`config.mk`:
```
export PLATFORM = sky130hd
export DESIGN_NAME = chunk_header_stream_parser
export DESIGN_NICKNAME = d
export VERILOG_FILES = /design/src/rtl/chsp_pkg.sv /design/src/rtl/chunk_header_stream_parser.sv /design/src/rtl/chsp_front.sv /design/src/rtl/chsp_queue.sv /design/src/rtl/chsp_back.sv
export SDC_FILE = /design/constraint.sdc
export NUM_CORES = 1
export LEC_CHECK = 0
export BUFFER_PORTS_ARGS = -buffer_cell sky130_fd_sc_hd__buf_2
export CAP_MARGIN = 20
export CORE_ASPECT_RATIO = 0.5
export CORE_MARGIN = 5
export CORE_UTILIZATION = 38
export DETAILED_ROUTE_END_ITERATION = 8
export PLACE_DENSITY_LB_ADDON = 0.08
export SLEW_MARGIN = 5
export SYNTH_ARGS = -nofsm -noshare
export SYNTH_HDL_FRONTEND = slang
export SYNTH_SLANG_ARGS = --single-unit
```
`constraint.sdc`:
```
create_clock -name clk -period 8.7 [get_ports clk]
set_input_delay 0.87 -clock clk [delete_from_list [all_inputs] [get_ports clk]]
set_output_delay 0.87 -clock clk [all_outputs]
set_load 0.05 [all_outputs]
```
`src/rtl/chsp_pkg.sv`:
```
// Shared types and constants for the chunk header stream parser.
package chsp_pkg;

	localparam int QUEUE_DEPTH_DEFAULT = 4;

	localparam logic [7:0] VERSION_OLD   = 8'd2;
	localparam logic [7:0] VERSION_NEW   = 8'd3;
	localparam logic [7:0] TYPE_WAVEFORM = 8'd1;

	typedef enum logic [3:0] {
		PH_VER   = 4'd0,
		PH_SIZE  = 4'd1,
		PH_TYPE  = 4'd2,
		PH_FAM   = 4'd3,
		PH_FVER  = 4'd4,
		PH_EXT   = 4'd5,
		PH_SID   = 4'd6,
		PH_TIME  = 4'd7,
		PH_ICNT  = 4'd8,
		PH_ISEC  = 4'd9,
		PH_NENT  = 4'd10,
		PH_ECODE = 4'd11,
		PH_ESIZE = 4'd12,
		PH_CSUM  = 4'd13,
		PH_PAY   = 4'd14,
		PH_CRC   = 4'd15
	} phase_t;

	typedef enum logic [3:0] {
		K_HDR_PLAIN     = 4'd0,
		K_HDR_V3        = 4'd1,
		K_HDR_WAVE      = 4'd2,
		K_HDR_WAVE_V3   = 4'd3,
		K_ENTRY         = 4'd4,
		K_PAYLOAD       = 4'd5,
		K_CHUNK_END     = 4'd6,
		K_STOP_VERSION  = 4'd7,
		K_STOP_TYPE     = 4'd8,
		K_STOP_CHECKSUM = 4'd9,
		K_STOP_TRUNC    = 4'd10
	} kind_t;

	typedef struct packed {
		logic [15:0] payload_len;
		logic [7:0]  family;
		logic [7:0]  family_rev;
		logic [7:0]  ext;
		logic [31:0] session_tag;
		logic [31:0] timestamp;
		logic [15:0] wave_intervals;
		logic [7:0]  wave_period;
	} header_t;

	// Results caused by one input byte: an optional main result and an
	// optional truncation stop that follows it.
	typedef struct packed {
		logic               has_main;
		logic               has_trunc;
		kind_t              kind;
		logic [7:0]         code;
		logic signed [15:0] size;
		header_t            hdr;
	} entry_t;

	typedef struct packed {
		kind_t              kind;
		header_t            hdr;
		logic [7:0]         code;
		logic signed [15:0] size;
		logic               last;
	} result_t;

	typedef struct packed {
		logic not_empty;
		logic not_full;
	} queue_status_t;

endpackage

```
`src/rtl/chunk_header_stream_parser.sv`:
```
// Top level of the chunk header stream parser.
// The parser takes one buffer byte per cycle whenever its internal queue
// has room, and a byte gives zero, one or two results (a truncation stop may
// follow a byte's own result). Results leave through a registered port at
// one per cycle while out_ready is high, so the sustained rate is one byte
// per cycle except where bytes cause two results; the result port is the
// limiting unit. A byte's first result is written into the queue and then
// loaded into the result register before it is presented on the result
// port. Header fields on every result show the current header registers,
// cleared by each version byte.
module chunk_header_stream_parser #(
	parameter int QUEUE_DEPTH = chsp_pkg::QUEUE_DEPTH_DEFAULT
) (
	input  logic               clk,
	input  logic               arst_n,
	input  logic               in_valid,
	output logic               in_ready,
	input  logic [7:0]         data_byte,
	input  logic               end_of_buffer,
	output logic               out_valid,
	input  logic               out_ready,
	output logic [3:0]         kind,
	output logic [15:0]        payload_len,
	output logic [7:0]         family,
	output logic [7:0]         family_rev,
	output logic [7:0]         ext,
	output logic [31:0]        session_tag,
	output logic [31:0]        timestamp,
	output logic [15:0]        wave_intervals,
	output logic [7:0]         wave_period,
	output logic [7:0]         entry_code,
	output logic signed [15:0] entry_size,
	output logic               last_of_run
);

	chsp_pkg::queue_status_t q_status;
	chsp_pkg::entry_t        push_entry, head;
	chsp_pkg::result_t       result;
	logic                    push, pop;

	chsp_front u_front (
		.clk          (clk),
		.arst_n       (arst_n),
		.in_valid     (in_valid),
		.in_ready     (in_ready),
		.data_byte    (data_byte),
		.end_of_buffer(end_of_buffer),
		.q_status     (q_status),
		.push         (push),
		.push_entry   (push_entry)
	);

	chsp_queue #(
		.DEPTH(QUEUE_DEPTH)
	) u_queue (
		.clk       (clk),
		.arst_n    (arst_n),
		.push      (push),
		.push_entry(push_entry),
		.pop       (pop),
		.head      (head),
		.status    (q_status)
	);

	chsp_back u_back (
		.clk      (clk),
		.arst_n   (arst_n),
		.head     (head),
		.q_status (q_status),
		.pop      (pop),
		.out_valid(out_valid),
		.out_ready(out_ready),
		.result   (result)
	);

	assign kind           = result.kind;
	assign payload_len    = result.hdr.payload_len;
	assign family         = result.hdr.family;
	assign family_rev     = result.hdr.family_rev;
	assign ext            = result.hdr.ext;
	assign session_tag    = result.hdr.session_tag;
	assign timestamp      = result.hdr.timestamp;
	assign wave_intervals = result.hdr.wave_intervals;
	assign wave_period    = result.hdr.wave_period;
	assign entry_code     = result.code;
	assign entry_size     = result.size;
	assign last_of_run    = result.last;

endmodule

```
`src/rtl/chsp_front.sv`:
```
// Front end: accepts bytes, tracks the chunk layout and queues the results.
module chsp_front (
	input  logic                  clk,
	input  logic                  arst_n,
	input  logic                  in_valid,
	output logic                  in_ready,
	input  logic [7:0]            data_byte,
	input  logic                  end_of_buffer,
	input  chsp_pkg::queue_status_t q_status,
	output logic                  push,
	output chsp_pkg::entry_t      push_entry
);

	chsp_pkg::phase_t  phase_q, phase_n;
	logic [1:0]        fbi_q, fbi_n;
	logic [7:0]        sum_q, sum_n;
	logic              v3_q, v3_n, wave_q, wave_n, stopped_q, stopped_n;
	chsp_pkg::header_t hdr_q, hdr_n;
	logic [7:0]        entries_q, entries_n, ecode_q, ecode_n, elow_q, elow_n;
	logic [15:0]       payload_q, payload_n;
	logic [7:0]        entries_dec;
	logic              fire, has_main, has_trunc;
	chsp_pkg::kind_t   kind_main;
	logic [7:0]        code_main;
	logic [15:0]       size_main;

	assign in_ready    = q_status.not_full;
	assign fire        = in_valid && in_ready;
	assign entries_dec = entries_q - 8'd1;

	always_comb begin
		phase_n   = phase_q;
		fbi_n     = fbi_q;
		sum_n     = sum_q;
		v3_n      = v3_q;
		wave_n    = wave_q;
		stopped_n = stopped_q;
		hdr_n     = hdr_q;
		entries_n = entries_q;
		ecode_n   = ecode_q;
		elow_n    = elow_q;
		payload_n = payload_q;
		has_main  = 1'b0;
		has_trunc = 1'b0;
		kind_main = chsp_pkg::K_HDR_PLAIN;
		code_main = 8'd0;
		size_main = 16'd0;
		if (!stopped_q) begin
			if (phase_q != chsp_pkg::PH_CSUM && phase_q != chsp_pkg::PH_PAY &&
			    phase_q != chsp_pkg::PH_CRC) begin
				sum_n = sum_q + data_byte;
			end
			unique case (phase_q)
				chsp_pkg::PH_VER: begin
					sum_n  = data_byte;
					hdr_n  = '0;
					wave_n = 1'b0;
					fbi_n  = 2'd0;
					if (data_byte != chsp_pkg::VERSION_OLD &&
					    data_byte != chsp_pkg::VERSION_NEW) begin
						stopped_n = 1'b1;
						has_main  = 1'b1;
						kind_main = chsp_pkg::K_STOP_VERSION;
					end else begin
						v3_n    = (data_byte == chsp_pkg::VERSION_NEW);
						phase_n = chsp_pkg::PH_SIZE;
					end
				end
				chsp_pkg::PH_SIZE: begin
					hdr_n.payload_len[{fbi_q[0], 3'b000} +: 8] =
						hdr_q.payload_len[{fbi_q[0], 3'b000} +: 8] | data_byte;
					if (fbi_q != 2'd0) begin
						fbi_n   = 2'd0;
						phase_n = chsp_pkg::PH_TYPE;
					end else begin
						fbi_n = 2'd1;
					end
				end
				chsp_pkg::PH_TYPE: begin
					if (data_byte > chsp_pkg::TYPE_WAVEFORM) begin
						stopped_n = 1'b1;
						has_main  = 1'b1;
						kind_main = chsp_pkg::K_STOP_TYPE;
					end else begin
						wave_n  = (data_byte == chsp_pkg::TYPE_WAVEFORM);
						phase_n = chsp_pkg::PH_FAM;
					end
				end
				chsp_pkg::PH_FAM: begin
					hdr_n.family = data_byte;
					phase_n      = chsp_pkg::PH_FVER;
				end
				chsp_pkg::PH_FVER: begin
					hdr_n.family_rev = data_byte;
					phase_n          = chsp_pkg::PH_EXT;
				end
				chsp_pkg::PH_EXT: begin
					hdr_n.ext = data_byte;
					fbi_n     = 2'd0;
					phase_n   = chsp_pkg::PH_SID;
				end
				chsp_pkg::PH_SID: begin
					hdr_n.session_tag[{fbi_q, 3'b000} +: 8] =
						hdr_q.session_tag[{fbi_q, 3'b000} +: 8] | data_byte;
					if (fbi_q == 2'd3) begin
						fbi_n   = 2'd0;
						phase_n = chsp_pkg::PH_TIME;
					end else begin
						fbi_n = fbi_q + 2'd1;
					end
				end
				chsp_pkg::PH_TIME: begin
					hdr_n.timestamp[{fbi_q, 3'b000} +: 8] =
						hdr_q.timestamp[{fbi_q, 3'b000} +: 8] | data_byte;
					if (fbi_q == 2'd3) begin
						fbi_n = 2'd0;
						if (wave_q) begin
							phase_n = chsp_pkg::PH_ICNT;
						end else begin
							phase_n = v3_q ? chsp_pkg::PH_NENT : chsp_pkg::PH_CSUM;
						end
					end else begin
						fbi_n = fbi_q + 2'd1;
					end
				end
				chsp_pkg::PH_ICNT: begin
					hdr_n.wave_intervals[{fbi_q[0], 3'b000} +: 8] =
						hdr_q.wave_intervals[{fbi_q[0], 3'b000} +: 8] | data_byte;
					if (fbi_q != 2'd0) begin
						fbi_n   = 2'd0;
						phase_n = chsp_pkg::PH_ISEC;
					end else begin
						fbi_n = 2'd1;
					end
				end
				chsp_pkg::PH_ISEC: begin
					hdr_n.wave_period = data_byte;
					fbi_n   = 2'd0;
					phase_n = v3_q ? chsp_pkg::PH_NENT : chsp_pkg::PH_CSUM;
				end
				chsp_pkg::PH_NENT: begin
					entries_n = data_byte;
					phase_n   = (data_byte != 8'd0) ? chsp_pkg::PH_ECODE : chsp_pkg::PH_CSUM;
				end
				chsp_pkg::PH_ECODE: begin
					ecode_n = data_byte;
					fbi_n   = 2'd0;
					phase_n = chsp_pkg::PH_ESIZE;
				end
				chsp_pkg::PH_ESIZE: begin
					if (fbi_q == 2'd0) begin
						elow_n = data_byte;
						fbi_n  = 2'd1;
					end else begin
						fbi_n     = 2'd0;
						has_main  = 1'b1;
						kind_main = chsp_pkg::K_ENTRY;
						code_main = ecode_q;
						size_main = {data_byte, elow_q};
						entries_n = entries_dec;
						phase_n   = (entries_dec != 8'd0) ? chsp_pkg::PH_ECODE :
						            chsp_pkg::PH_CSUM;
					end
				end
				chsp_pkg::PH_CSUM: begin
					has_main = 1'b1;
					if (data_byte != sum_q) begin
						stopped_n = 1'b1;
						kind_main = chsp_pkg::K_STOP_CHECKSUM;
					end else begin
						kind_main = chsp_pkg::kind_t'({2'b00, wave_q, v3_q});
						payload_n = hdr_q.payload_len;
						fbi_n     = 2'd0;
						phase_n   = (hdr_q.payload_len != 16'd0) ? chsp_pkg::PH_PAY :
						            chsp_pkg::PH_CRC;
					end
				end
				chsp_pkg::PH_PAY: begin
					has_main  = 1'b1;
					kind_main = chsp_pkg::K_PAYLOAD;
					code_main = data_byte;
					payload_n = payload_q - 16'd1;
					if (payload_q == 16'd1) begin
						fbi_n   = 2'd0;
						phase_n = chsp_pkg::PH_CRC;
					end
				end
				chsp_pkg::PH_CRC: begin
					if (fbi_q == 2'd0) begin
						fbi_n = 2'd1;
					end else begin
						fbi_n     = 2'd0;
						has_main  = 1'b1;
						kind_main = chsp_pkg::K_CHUNK_END;
						phase_n   = chsp_pkg::PH_VER;
					end
				end
			endcase
			has_trunc = end_of_buffer && !stopped_n && phase_n != chsp_pkg::PH_VER;
		end
		// The end mark always re-arms the parser for the next buffer.
		if (end_of_buffer) begin
			stopped_n = 1'b0;
			phase_n   = chsp_pkg::PH_VER;
			fbi_n     = 2'd0;
			sum_n     = 8'd0;
		end
	end

	always_ff @(posedge clk or negedge arst_n) begin
		if (!arst_n) begin
			phase_q   <= chsp_pkg::PH_VER;
			fbi_q     <= 2'd0;
			sum_q     <= 8'd0;
			v3_q      <= 1'b0;
			wave_q    <= 1'b0;
			stopped_q <= 1'b0;
			hdr_q     <= '0;
			entries_q <= 8'd0;
			ecode_q   <= 8'd0;
			elow_q    <= 8'd0;
			payload_q <= 16'd0;
		end else if (fire) begin
			phase_q   <= phase_n;
			fbi_q     <= fbi_n;
			sum_q     <= sum_n;
			v3_q      <= v3_n;
			wave_q    <= wave_n;
			stopped_q <= stopped_n;
			hdr_q     <= hdr_n;
			entries_q <= entries_n;
			ecode_q   <= ecode_n;
			elow_q    <= elow_n;
			payload_q <= payload_n;
		end
	end

	assign push                 = fire && (has_main || has_trunc);
	assign push_entry.has_main  = has_main;
	assign push_entry.has_trunc = has_trunc;
	assign push_entry.kind      = kind_main;
	assign push_entry.code      = code_main;
	assign push_entry.size      = size_main;
	assign push_entry.hdr       = hdr_n;

endmodule

```
`src/rtl/chsp_queue.sv`:
```
// Short register queue between the parser front end and the result back end.
module chsp_queue #(
	parameter int DEPTH = chsp_pkg::QUEUE_DEPTH_DEFAULT
) (
	input  logic                    clk,
	input  logic                    arst_n,
	input  logic                    push,
	input  chsp_pkg::entry_t        push_entry,
	input  logic                    pop,
	output chsp_pkg::entry_t        head,
	output chsp_pkg::queue_status_t status
);

	localparam int PW = (DEPTH > 1) ? $clog2(DEPTH) : 1;
	localparam int CW = $clog2(DEPTH + 1);

	chsp_pkg::entry_t mem_q [DEPTH];
	logic [PW-1:0]    wr_ptr_q, rd_ptr_q;
	logic [CW-1:0]    count_q;

	function automatic logic [PW-1:0] ptr_next(input logic [PW-1:0] p);
		if (p == PW'(DEPTH - 1)) begin
			return '0;
		end
		return p + PW'(1);
	endfunction

	assign head             = mem_q[rd_ptr_q];
	assign status.not_empty = (count_q != '0);
	assign status.not_full  = (count_q != CW'(DEPTH));

	always_ff @(posedge clk) begin
		if (push) begin
			mem_q[wr_ptr_q] <= push_entry;
		end
	end

	always_ff @(posedge clk or negedge arst_n) begin
		if (!arst_n) begin
			wr_ptr_q <= '0;
			rd_ptr_q <= '0;
			count_q  <= '0;
		end else begin
			if (push) begin
				wr_ptr_q <= ptr_next(wr_ptr_q);
			end
			if (pop) begin
				rd_ptr_q <= ptr_next(rd_ptr_q);
			end
			if (push && !pop) begin
				count_q <= count_q + CW'(1);
			end else if (pop && !push) begin
				count_q <= count_q - CW'(1);
			end
		end
	end

endmodule

```
`src/rtl/chsp_back.sv`:
```
// Back end: drains queued requests into the registered result port.
module chsp_back (
	input  logic                    clk,
	input  logic                    arst_n,
	input  chsp_pkg::entry_t        head,
	input  chsp_pkg::queue_status_t q_status,
	output logic                    pop,
	output logic                    out_valid,
	input  logic                    out_ready,
	output chsp_pkg::result_t       result
);

	logic              valid_q, pend_q, load;
	chsp_pkg::result_t res_q;

	assign load      = !valid_q || out_ready;
	assign pop       = load && !pend_q && q_status.not_empty;
	assign out_valid = valid_q;
	assign result    = res_q;

	always_ff @(posedge clk or negedge arst_n) begin
		if (!arst_n) begin
			valid_q <= 1'b0;
			pend_q  <= 1'b0;
		end else if (load) begin
			if (pend_q) begin
				valid_q <= 1'b1;
				pend_q  <= 1'b0;
			end else if (q_status.not_empty) begin
				valid_q <= 1'b1;
				pend_q  <= head.has_main && head.has_trunc;
			end else begin
				valid_q <= 1'b0;
			end
		end
	end

	// A pending truncation stop reuses the header fields already on the port.
	always_ff @(posedge clk) begin
		if (load) begin
			if (pend_q) begin
				res_q.kind <= chsp_pkg::K_STOP_TRUNC;
				res_q.code <= 8'd0;
				res_q.size <= 16'sd0;
				res_q.last <= 1'b1;
			end else if (q_status.not_empty) begin
				res_q.hdr <= head.hdr;
				if (head.has_main) begin
					res_q.kind <= head.kind;
					res_q.code <= head.code;
					res_q.size <= head.size;
					res_q.last <= !head.has_trunc;
				end else begin
					res_q.kind <= chsp_pkg::K_STOP_TRUNC;
					res_q.code <= 8'd0;
					res_q.size <= 16'sd0;
					res_q.last <= 1'b1;
				end
			end
		end
	end

endmodule
```
==> summary by stage <==
Timing
The transition time of the tightest slew-check pin is 1.03 ns. For the final database, setup skew stands at 0.0201 ns. Setup violations remaining at the end of the flow were counted as 0.

Setup total negative slack on the finished layout was measured at 0 ns. The final critical-path share of the clock period is 53.2%. The shortest clock period the worst path allows after layout is 4.63 ns. Setup repair after global routing left no endpoint under its margin. The count of final max-slew check failures was 0. The maximum clock rate is 216 MHz. Hold is met by 0.261 ns.

The number of failing hold endpoints at the final stage was 0. Across all setup checks in the final design, the least slack found is 4.07 ns. Measured against its own limit, the worst slew margin works out to 31.1%.

Clocking
The CTS H-tree depth is 3. In this run the deepest clock path goes through 3 buffers. Hold repair after CTS inserted 0 buffers. TritonCTS built the clock tree. The number of post-CTS setup repair buffers is 0. The total clock sinks is 983. The root buffer selected by CTS is sky130_fd_sc_hd__clkbuf_16. TritonCTS created 92 clock buffers. The clock reaches the later pin of the worst-skew pair after 0.69 ns. After clock tree synthesis, the clock-pin slew on the worst setup and hold paths is 0.07 ns. Gates resized during post-CTS repair numbered 0.

Synthesis
By count the netlist is led by sky130_fd_sc_hd__edfxtp_1, sky130_fd_sc_hd__nand2_1, sky130_fd_sc_hd__dfrtp_1. The cell count after synthesis came out at 2294. The total nets after synthesis is 2332. The proportion of synthesized flip-flops having asynchronous set or reset is 19.7%. The top cell type's share of synthesized area is 60.6%. Sorting the synthesized cells by area gives the leading types as sky130_fd_sc_hd__edfxtp_1, sky130_fd_sc_hd__dfrtp_1, sky130_fd_sc_hd__mux4_2.

The leading register cell type out of synthesis is sky130_fd_sc_hd__edfxtp_1. Counting flops and latches in the post-synthesis netlist gives 983. Sequential elements use 73.1% of the synthesized area. The cell area after synthesis is 0.0391 mm². The Yosys step of the flow raised 0 warnings. In this run, distinct cell masters in the synthesized netlist total 74.

The number of enable-type register cells in the synthesized netlist is 789. The most common cell in the synthesized netlist is sky130_fd_sc_hd__edfxtp_1. The synthesized area divided by synthesized cell count is 17.0 µm². The largest total area in the synthesized netlist belongs to sky130_fd_sc_hd__edfxtp_1.

Placed design
The pre-CTS setup slack is 3.46 ns. After legalization and detailed placement, the total HPWL measured 57.3 mm. The number of placed instances, taps included, is 3733.

Routability-driven placement finished with a final weighted congestion of 0.882. Buffers placed on the I/O ports in this run total 171.

Critical path
The worst setup slack for register-to-register paths is 4.07 ns. STA puts the critical path data arrival time at 4.94 ns. The critical path is of the register to register type. The source of the critical timing path is u_front.fbi_q[1]$_DFFE_PN0P_.

The startpoint identified for the worst register-to-register timing path is u_front.fbi_q[1]$_DFFE_PN0P_. STA classifies the critical path startpoint as a register. Of all nets on the critical path, the largest fanout is 112.

The cell count of the worst reg-to-reg path is 8. In this run the critical register-to-register path is captured at u_queue.mem_q[1][43]$_DFFE_PP_. The data required time of the critical path is 9.02 ns. The critical path ends at u_queue.mem_q[1][43]$_DFFE_PP_. The endpoint kind of the worst setup timing path is a register.

Routing
The residual antenna-violating net count after detailed routing is 0. Dividing the detail-routed via count by the number of cells gives 5.31. Wires add up to 93.7 mm.

The length of the first detailed-routing pass in iterations is 7. The detailed router finished its first iteration with 1877 violations. The total number of vias is 20700. For this run, design rule violations remaining after detail routing come to 0.

Dividing the detail-routed wire length by the instance count gives 24.0 µm.

Global route
The global-route wire length before repair is 141 mm. The global router's overall resource usage is 17.0%. Entering global routing, the biggest net connects 113 pins.

The number of global-route vias before repair is 21100. Global routing finished with a remaining overflow of 0. The number of antenna violations at the first check in global routing is 2.

Final layout
The register cell area after layout is 0.0286 mm². The antenna diode count is 0. The count of placed standard cells in the final layout, fillers left out is 3905. The multi-input combinational cell area is 0.00995 mm².

The filler cell count in the final layout is 9029. The layout overhead on the synthesized area is 13.8%. The share of layout cells above drive strength 1 is 25.0%. At the end of the flow, the number of nets in the layout was 2506.

Floorplan
The floorplan die area is 0.110 mm². From bottom edge to top edge, the die measures 237 µm. The number of cell rows is 83. The initial utilization of the core area, before any placement, comes to 38.2%.

The width of the die is 463 µm. The placeable core area is 0.102 mm². In this run the count of I/O pins placed on the die edge is 172.

Outcome
The run finished with clean final reports.

Min path
The min-delay analysis places its worst path in the category input port to asynchronous set/reset pin.

Pwr
The static leakage power is 0.0158 µW. For this design the ratio of total power to cell area is 316 mW/mm². The peak supply drop is 0.000148 V.

Flow run
The reported max-cap violation count is 0.
state kept, by name, summed over array words and instances (netlist names), 2 cells and up:
name / count
u_front.elow_q: 8
u_queue.wr_ptr_q: 2
u_queue.count_q: 3
u_front.ecode_q: 8
u_front.phase_q: 4
u_front.fbi_q: 2
u_queue.rd_ptr_q: 2
u_front.entries_q: 8
u_front.payload_q: 16
u_queue.mem_q: 632
u_front.hdr_q: 128
u_front.sum_q: 8
u_back.result: 157
layout by cell type, fill, tap and decap left out, types with 5 or more instances in the layout:
cell type and instances:
sky130_fd_sc_hd__o22ai_1 7, sky130_fd_sc_hd__inv_6 5, sky130_fd_sc_hd__and3_1 7, sky130_fd_sc_hd__nand4_1 5
sky130_fd_sc_hd__and2_1 18, sky130_fd_sc_hd__o21ai_0 95, sky130_fd_sc_hd__nor2_1 118, sky130_fd_sc_hd__or3_1 9
sky130_fd_sc_hd__inv_1 19, sky130_fd_sc_hd__clkbuf_1 10, sky130_fd_sc_hd__clkbuf_8 6, sky130_fd_sc_hd__and2_4 5
sky130_fd_sc_hd__nand2b_1 11, sky130_fd_sc_hd__mux2_2 90, sky130_fd_sc_hd__edfxtp_1 789, sky130_fd_sc_hd__nand2_1 242
sky130_fd_sc_hd__nor4_1 11, sky130_fd_sc_hd__buf_4 27, sky130_fd_sc_hd__o21ai_1 25, sky130_fd_sc_hd__bufinv_16 10
sky130_fd_sc_hd__clkinv_2 13, sky130_fd_sc_hd__a22oi_1 12, sky130_fd_sc_hd__ha_1 23, sky130_fd_sc_hd__nand3_1 15
sky130_fd_sc_hd__clkinvlp_4 6, sky130_fd_sc_hd__clkbuf_16 94, sky130_fd_sc_hd__mux4_2 174, sky130_fd_sc_hd__a21oi_1 93
sky130_fd_sc_hd__o31ai_1 24, sky130_fd_sc_hd__clkinv_1 26, sky130_fd_sc_hd__buf_2 171, sky130_fd_sc_hd__dfrtp_1 192
sky130_fd_sc_hd__nor3_1 26, sky130_fd_sc_hd__a22o_1 33, sky130_fd_sc_hd__nor2b_1 38, sky130_fd_sc_hd__nor3_2 5
sky130_fd_sc_hd__xnor2_1 7
critical path: stages, from the launching register on:
cell and delay, ns:
sky130_fd_sc_hd__dfrtp_1 1.02, sky130_fd_sc_hd__inv_1 0.29, sky130_fd_sc_hd__ha_1 0.55, sky130_fd_sc_hd__a31o_2 0.34, sky130_fd_sc_hd__a21oi_2 0.27, sky130_fd_sc_hd__nor2_2 0.10, sky130_fd_sc_hd__nor2_4 0.17, sky130_fd_sc_hd__and2_4 0.69
sky130_fd_sc_hd__buf_12 0.62
cell families (layout without fill, tap and decap cells):
group	count (synthesis)	in the layout	share of synthesized area [%]
AOI/OAI and AO/OA	326	326	5.16
xor gates and xnor gates	11	11	0.247
adders and majority gates	25	25	0.839
buffers and inverters	143	394	1.55
DFF	983	983	73.1
muxes	269	269	12.8
and+or+nand+nor	537	537	6.38
power breakdown:
group          switching [µW]  internal [µW]  leakage [µW]
Combinational            2650           1140       0.00427
Clock                    1770           2320       0.00147
Sequential                242           5920        0.0101
Total                    4670           9370        0.0158
per-layer routing:
layer / vias to the layer above / global-route usage, % / share of wire, %
li1: 9267 / - / -
met1: 10900 / 25.8 / 48
met2: 464 / 25.6 / 45
met3: 110 / 3.42 / 4.7
met4: 2 / 3.22 / 1.5
met5: - / 0 / 0.015
through the flow:
stage	cell area (µm²)	power [µW]	util (%)
floorplan	39100	9110	-
global placement	41400	10200	40.5
detailed placement	41400	10200	40.5
CTS	44500	14300	43.5
global route	44500	14700	43.5
finish	44500	14000	43.5
area by class of cell:
| class | instances | area share, % |
|---|---|---|
| inverters | 20 | 0.180 |
| well taps | 1360 | 3.83 |
| multi-input cells | 1168 | 22.4 |
| clock buffers | 109 | 5.53 |
| flip-flops and latches | 983 | 64.2 |
| clock inverters | 62 | 1.29 |
| repair buffers | 203 | 2.59 |
how the worst min path moves through the flow:
stage | startpoint | to | slack [ns] | cells past startpoint
floorplan | u_front.hdr_q[100]$_DFFE_PN0P_ | u_front.hdr_q[100]$_DFFE_PN0P_ | 0.45 | 2
global placement | u_front.hdr_q[111]$_DFFE_PN0P_ | u_front.hdr_q[111]$_DFFE_PN0P_ | 0.46 | 2
detailed placement | u_front.hdr_q[111]$_DFFE_PN0P_ | u_front.hdr_q[111]$_DFFE_PN0P_ | 0.46 | 2
CTS | arst_n | u_front.hdr_q[67]$_DFFE_PN0P_ | 0.25 | 1
global route | arst_n | u_front.hdr_q[67]$_DFFE_PN0P_ | 0.28 | 1
finish | arst_n | u_front.hdr_q[67]$_DFFE_PN0P_ | 0.26 | 1
Note: power is estimated with default switching activity, not from simulation.
